File: config.mk
export PLATFORM = sky130hd
export DESIGN_NAME = lfu_cell
export DESIGN_NICKNAME = d
export VERILOG_FILES = /design/src/rtl/lfu_pkg.sv /design/src/rtl/lfu_cell.sv
export SDC_FILE = /design/constraint.sdc
export NUM_CORES = 1
export LEC_CHECK = 0
export BUFFER_PORTS_ARGS = -buffer_cell sky130_fd_sc_hd__buf_2
export CAP_MARGIN = 5
export CORE_MARGIN = 4
export CORE_UTILIZATION = 46
export CTS_CLUSTER_DIAMETER = 30
export DETAILED_ROUTE_END_ITERATION = 12
export PLACE_DENSITY = 0.78
export SYNTH_ARGS = -nofsm -noshare
export SYNTH_HDL_FRONTEND = slang
export SYNTH_SLANG_ARGS = --single-unit
export TNS_END_PERCENT = 100
File: constraint.sdc
create_clock -name clk -period 4.2 [get_ports clk]
set_input_delay 0.42 -clock clk [delete_from_list [all_inputs] [get_ports clk]]
set_output_delay 0.42 -clock clk [all_outputs]
set_load 0.01 [all_outputs]
File: src/rtl/lfu_pkg.sv
// Shared types and constants for the LFU cache.
package lfu_pkg;

  localparam int KeyW   = 32;
  localparam int ValW   = 32;
  localparam int FreqW  = 32;
  localparam int StampW = 48;
  localparam int CapW   = 5;

  localparam logic       OpGet    = 1'b0;
  localparam logic       OpPut    = 1'b1;
  localparam logic [CapW-1:0] CapReset = CapW'(16);
  localparam logic [FreqW-1:0] FreqMax = '1;

  typedef struct packed {
    logic              vld;
    logic              found;
    logic [ValW-1:0]   rvalue;
    logic              have;
    logic [FreqW-1:0]  vfreq;
    logic [StampW-1:0] vstamp;
    logic              hasfree;
  } carry_t;

  typedef struct packed {
    logic              en;
    logic              bump;
    logic              setval;
    logic              insert;
    logic              clr;
    logic [StampW-1:0] stamp;
    logic [KeyW-1:0]   key;
    logic [ValW-1:0]   val;
  } cmd_t;

  typedef enum logic [3:0] {
    ST_IDLE   = 4'b0001,
    ST_LAUNCH = 4'b0010,
    ST_SCAN   = 4'b0100,
    ST_WRITE  = 4'b1000
  } state_t;

endpackage

File: src/rtl/lfu_cell.sv
// One cache entry with its stage of the lookup and victim scan chain.
module lfu_cell #(
  parameter int IW      = 4,
  parameter int UW      = 5,
  parameter int INDEX   = 0
) (
  input  logic                    clk,
  input  logic                    rst,
  input  logic [lfu_pkg::KeyW-1:0] rkey,
  input  lfu_pkg::carry_t         ci,
  input  logic [IW-1:0]           ci_slot,
  input  logic [IW-1:0]           ci_vidx,
  input  logic [IW-1:0]           ci_free,
  input  logic [UW-1:0]           ci_used,
  output lfu_pkg::carry_t         co,
  output logic [IW-1:0]           co_slot,
  output logic [IW-1:0]           co_vidx,
  output logic [IW-1:0]           co_free,
  output logic [UW-1:0]           co_used,
  input  lfu_pkg::cmd_t           cmd,
  input  logic [IW-1:0]           cmd_idx,
  input  logic [IW-1:0]           clr_idx
);
  import lfu_pkg::*;

  localparam logic [IW-1:0] Me = IW'(INDEX);

  logic              valid;
  logic [KeyW-1:0]   key;
  logic [ValW-1:0]   value;
  logic [FreqW-1:0]  freq;
  logic [StampW-1:0] stamp;
  logic              match;
  logic              better;

  assign match  = valid && (key == rkey);
  assign better = valid && (!ci.have || (freq < ci.vfreq) ||
                  ((freq == ci.vfreq) && (stamp < ci.vstamp)));

  always_ff @(posedge clk) begin
    if (rst) begin
      co.vld <= 1'b0;
    end else begin
      co.vld <= ci.vld;
    end
    if (ci.vld) begin
      co.found   <= ci.found || match;
      co_slot    <= ci.found ? ci_slot : Me;
      co.rvalue  <= ci.found ? ci.rvalue : value;
      co_used    <= ci_used + UW'(valid);
      co.have    <= ci.have || better;
      co_vidx    <= better ? Me : ci_vidx;
      co.vfreq   <= better ? freq : ci.vfreq;
      co.vstamp  <= better ? stamp : ci.vstamp;
      co.hasfree <= ci.hasfree || !valid;
      co_free    <= (ci.hasfree || valid) ? ci_free : Me;
    end
  end

  always_ff @(posedge clk) begin
    if (rst) begin
      valid <= 1'b0;
    end else begin
      if (cmd.en && cmd.insert && (cmd_idx == Me)) begin
        valid <= 1'b1;
      end else if (cmd.en && cmd.clr && (clr_idx == Me)) begin
        valid <= 1'b0;
      end
    end
    if (cmd.en && (cmd_idx == Me)) begin
      if (cmd.insert) begin
        key   <= cmd.key;
        value <= cmd.val;
        freq  <= FreqW'(1);
        stamp <= cmd.stamp;
      end else if (cmd.bump) begin
        if (freq != FreqMax) begin
          freq <= freq + FreqW'(1);
        end
        stamp <= cmd.stamp;
        if (cmd.setval) begin
          value <= cmd.val;
        end
      end
    end
  end

endmodule

Word-level counts from Yosys, hierarchy flattened

Cells that the tools add are included.

Input bits: 292
Word-level logic and storage cells: 61
Flip-flop bits (word level): 278

Muxes and demuxes: 12
$lt $le $gt $ge: 2
Reductions and logical operators: 26
Eq/ne operators: 3
$add $sub $neg: 2

Operators by type and width:

| cell                                           | count |
|---|---|
| 2-to-1 mux 32 bit                              | 7 |
| 2-to-1 mux 48 bit                              | 3 |
| == test 32 bit                                 | 2 |
| less-than comparator 48 bit                    | 1 |
| adder 32 x 1 -> 32 bit (second input constant) | 1 |
| less-than comparator 32 bit                    | 1 |
| != test 32 bit (second input constant)         | 1 |
| logical AND 1 bit                              | 8 |
| logical NOT 4 bit                              | 2 |
| nonzero test 2 bit                             | 4 |
| logical OR 1 bit                               | 6 |
| AND reduction 3 bit                            | 2 |
| adder 5 x 1 -> 5 bit                           | 1 |
| AND reduction 2 bit                            | 2 |
| logical NOT 1 bit                              | 2 |
| 2-to-1 mux 1 bit                               | 2 |

Logic depth before layout (Yosys ltp)

Depth after elaboration: 5
Depth in mapped cells: 11
Depth with buffers taken out: 9

Worst setup path after synthesis

No wires, ideal clock.

Path type: input -> register
Start point: in cmd_idx[1]
End point: reg freq[0], enable pin
Path buffers: 0
Setup time: 395 ps
Required time: 3805 ps
Setup slack: 717 ps
Arrival time: 3088 ps
Stages: 4
Cell sequence: nor4_1 -> and2_1 -> o21a_1 -> o41a_1

Cells in the longest elaborated chain, start to end: 3

Ends and longest elaborated chain:

| element                       | RTL line       | source |
|---|---|---|
| start: declaration            | lfu_cell.sv:21 | `input logic [IW-1:0] cmd_idx,` |
| logical NOT 4 bit             | lfu_cell.sv:70 | `if (cmd.en && (cmd_idx == Me)) begin` |
| logical AND 1 bit             | lfu_cell.sv:70 |  |
| AND reduction 3 bit (no line) | n/a            |  |
| end signal: assignment        | lfu_cell.sv:74 | `freq <= FreqW'(1);` |
| end signal: assignment        | lfu_cell.sv:78 | `freq <= freq + FreqW'(1);` |
| end: declaration              | lfu_cell.sv:31 | `logic [FreqW-1:0] freq;` |

No other way between the ends.
A chain may end at the register's enable or synchronous reset.

Worst setup path in the final report

Start point: reg freq[27]
End point: reg co[30] (netlist name), data pin

Cells in the longest elaborated chain, start to end: 5

Ends and longest elaborated chain:

| element                                                       | RTL line                       | source |
|---|---|---|
| less-than comparator 32 bit or == test 32 bit (tied branches) | lfu_cell.sv:37, lfu_cell.sv:38 |  |
| logical OR 1 bit or logical AND 1 bit (tied branches)         | lfu_cell.sv:37, lfu_cell.sv:38 |  |
| logical OR 1 bit *                                            | lfu_cell.sv:37                 | `assign better = valid && (!ci.have \|\| (freq < ci.vfreq) \|\|` |
| logical AND 1 bit *                                           | lfu_cell.sv:37                 |  |
| 2-to-1 mux 48 bit *                                           | lfu_cell.sv:54                 | `co.vstamp <= better ? stamp : ci.vstamp;` |
| end: declaration                                              | lfu_cell.sv:15                 | `output lfu_pkg::carry_t co,` |

Mark *: on every way between the ends. The rest lies on a longest branch, timed or not.

==> flow_metrics.tcl <==
set metrics [dict create \
    ir_drop_v 0.0003947 \
    drive_gt1_share_pct 46.29 \
    clk_latency_ns 0.58 \
    grt_pass1_wl_mm 54.50 \
    yosysWarningCount 0 \
    syn_area_per_cell_um2 14.89 \
    clock_sinks 278 \
    clk_pin_slew_worst_paths_ns 0.05 \
    p_leak_nw 7.833 \
    syn_nets 1257 \
    slew_viol_final 0 \
    final_cells 1805 \
    p_clk_share_pct 56.0 \
    die_x_um 177.1 \
    p_sw_share_pct 22.44 \
    tns_ns 0 \
    h-tree-depth 2 \
    worst_pin_slew_ns 0.9654 \
    most-common-layout-cells "buf_2 (423), edfxtp_1 (276), inv_1 (84), ha_1 (82), clkbuf_16 (62)" \
    chipHeight_um 177.1 \
    arrival_ns 4.14 \
    grt_pass1_vias 9858 \
    vias_per_cell 5.171 \
    crit_fanout 31 \
    drtAntennaViolNets 0 \
    p_int_w 0.006657 \
    rsz0062_at_grt "false" \
    ys_seq_area_share_pct 63.33 \
    ios 425 \
    power.density_mw_per_mm2 479.0 \
    num_vias 9333 \
    routed_wl_mm 37.36 \
    fmaxAchievable_ghz 0.2607 \
    synth_cells 883 \
    power_frac_comb_pct 6.7 \
    hold_violations 0 \
    num_rows 61 \
    hp-class "primary input to flop" \
    grt-ovfl-total 0 \
    cts_buffers 61 \
    finClkSkew_ns 0.02401 \
    p_sw_w 0.001926 \
    slew_headroom_pct 35.05 \
    fillerInstances 2094 \
    mostFrequentLayoutCell "buf_2" \
    path_class "flop to flop" \
    p_seq_share_pct 37.3 \
    dp_hpwl_mm 27.26 \
    routedWlPerCell_um 20.70 \
    ys_types 47 \
    syn_area_mm2 0.01315 \
    crit_path_end_kind "flop" \
    antenna_found_initial 17 \
    grt_max_degree 93 \
    syn_to_final_growth_pct 36.25 \
    dr.first_iter.drc_count 513 \
    drv_cap 0 \
    cts_tree "done" \
    die-area_mm2 0.03136 \
    start_util_pct 46.95 \
    synth_seq_cells 278 \
    period_needed_ns 3.835 \
    drt-pass1-iter-count 5 \
    fin_crit_sh_pct 91.32 \
    drc 0 \
    status "finished clean" \
    place.gp.congestion 0.8729 \
    grt_util_all_layers_pct 22.74 \
    setup_viol 0 \
    clockBufferDepth 3 \
    core-area_mm2 0.02801 \
    placedCellCount 1681 \
    clock-root-buffer "clkbuf_16" \
    worst_ep_required_time_ns 4.51 \
    portBuffers 424 \
    cts_setup_buffers 0 \
    nNetsFinal 1741 \
    start_kind "flop" \
]
synth_stat cells (all sizes together):
cell,count,share of area [%]
xor2,46,3.1
o2111ai,1,0.067
edfxtp,276,63
or2,2,0.095
nor2,36,1.0
a221oi,2,0.13
mux2,108,11
xnor2,10,0.67
or3,9,0.43
a2111o,2,0.17
buf,10,0.70
nor2b,8,0.38
a21o,9,0.51
dfxtp,2,0.30
o211ai,3,0.17
and2,10,0.48
a31oi,1,0.048
and4,5,0.33
a2bb2oi,2,0.13
a41o,1,0.076
o21bai,1,0.057
a2111oi,1,0.067
nand4,23,1.1
nor4b,1,0.067
mux2i,4,0.30
clkbuf,8,0.23
o41a,1,0.086
o21ai,21,0.80
inv,84,2.4
and3,4,0.19
nand2b,5,0.24
nor4,11,0.57
o221ai,1,0.067
a211oi,2,0.11
or4,2,0.11
ha,82,7.8
a311oi,1,0.067
a21oi,38,1.4
nand2,27,0.77
nand3,17,0.65
nor3,3,0.15
o21a,3,0.17
power by group through the flow:
stage / clock, W / combinational [W] / sequential (W)
6_report: 0.00480 / 0.000578 / 0.00320
5_1_grt: 0.00503 / 0.000632 / 0.00321
4_1_cts: 0.00487 / 0.000583 / 0.00320
3_5_place_dp: 0 / 0.000572 / 0.00325
3_3_place_gp: 0 / 0.000553 / 0.00325
2_1_floorplan: 0 / 0.000212 / 0.00329
area by class of cell:
type	instances	area [um^2]	area share [%]
Timing Repair Buffer	439	2268	12.66
Multi-Input combinational cell	503	4395	24.53
Sequential cell	278	8328	46.48
Inverter	84	315.3	1.760
Antenna cell	10	25.02	0.1397
Clock buffer	66	1567	8.743
Tap cell	378	473.0	2.640
Clock inverter	47	545.5	3.045
worst paths after layout:
check	start	to	slack, ns	cells past startpoint
min	cmd[77]	stamp[13]	0.02	1
min reg2reg	value[18]	co[100]	0.54	1
max	freq[27]	co[30]	0.36	9
max reg2reg	freq[27]	co[30]	0.36	9
layer usage:
metal	routed length, um	track usage, %	vias to the layer above
met2	19020	40.26	441
met1	12750	23.95	4470
met4	1807	11.96	14
met5	87	0	-
li1	-	-	4302
met3	3704	7.627	106
state kept, by name, summed over array words and instances (netlist names):
| name | cells |
|---|---|
| co_free | 4 |
| co_slot | 4 |
| co_vidx | 4 |
| co | 116 |
| co_used | 5 |
| valid | 1 |
| value | 32 |
| stamp | 48 |
| key | 32 |
| freq | 32 |
timing repair:
action	CTS	global route
resized for setup	0	0
endpoints found under the hold margin	0	1
hold buffers	0	1
setup endpoints to repair	0	0
through the flow:
stage | total power [W] | hold slack, ns | util (%) | setup WS, ns | cell area, um^2
6_report | 0.008583 | 0.01991 | 63.97 | 0.3646 | 17920
4_1_cts | 0.008657 | 0.001591 | 63.84 | 0.2487 | 17880
2_1_floorplan | 0.003498 | 0.4916 | - | 0.7169 | 13150
3_3_place_gp | 0.003804 | 0.5268 | 56.30 | 0.2645 | 15770
3_5_place_dp | 0.003824 | 0.5346 | 56.30 | 0.2234 | 15770
5_1_grt | 0.008864 | 0.0005668 | 63.95 | 0.1816 | 17910
logic make-up (layout without fill, tap and decap cells):
family                     Yosys count  count (layout)  share of synthesized area, %
xor gates and xnor gates            56              56                         3.730
adders and majority gates           82              82                         7.802
buffers and inverters              102             636                         3.330
and+or+nand+nor                    163             163                         6.584
other                                0              10                             0
DFF                                278             278                         63.33
AOI/OAI and AO/OA                   90              90                         4.187
muxes                              112             112                         11.04
critical path: stages (launching register included):
cell and delay, ns:
edfxtp_1 0.49, ha_1 0.34, nand4_1 0.15, or4_1 0.64, nor4_2 0.28, o2111ai_1 0.24, a311oi_1 0.53, nor2_4 0.28
buf_12 0.27, mux2_4 0.32
Note: power is estimated with default switching activity, not from simulation.
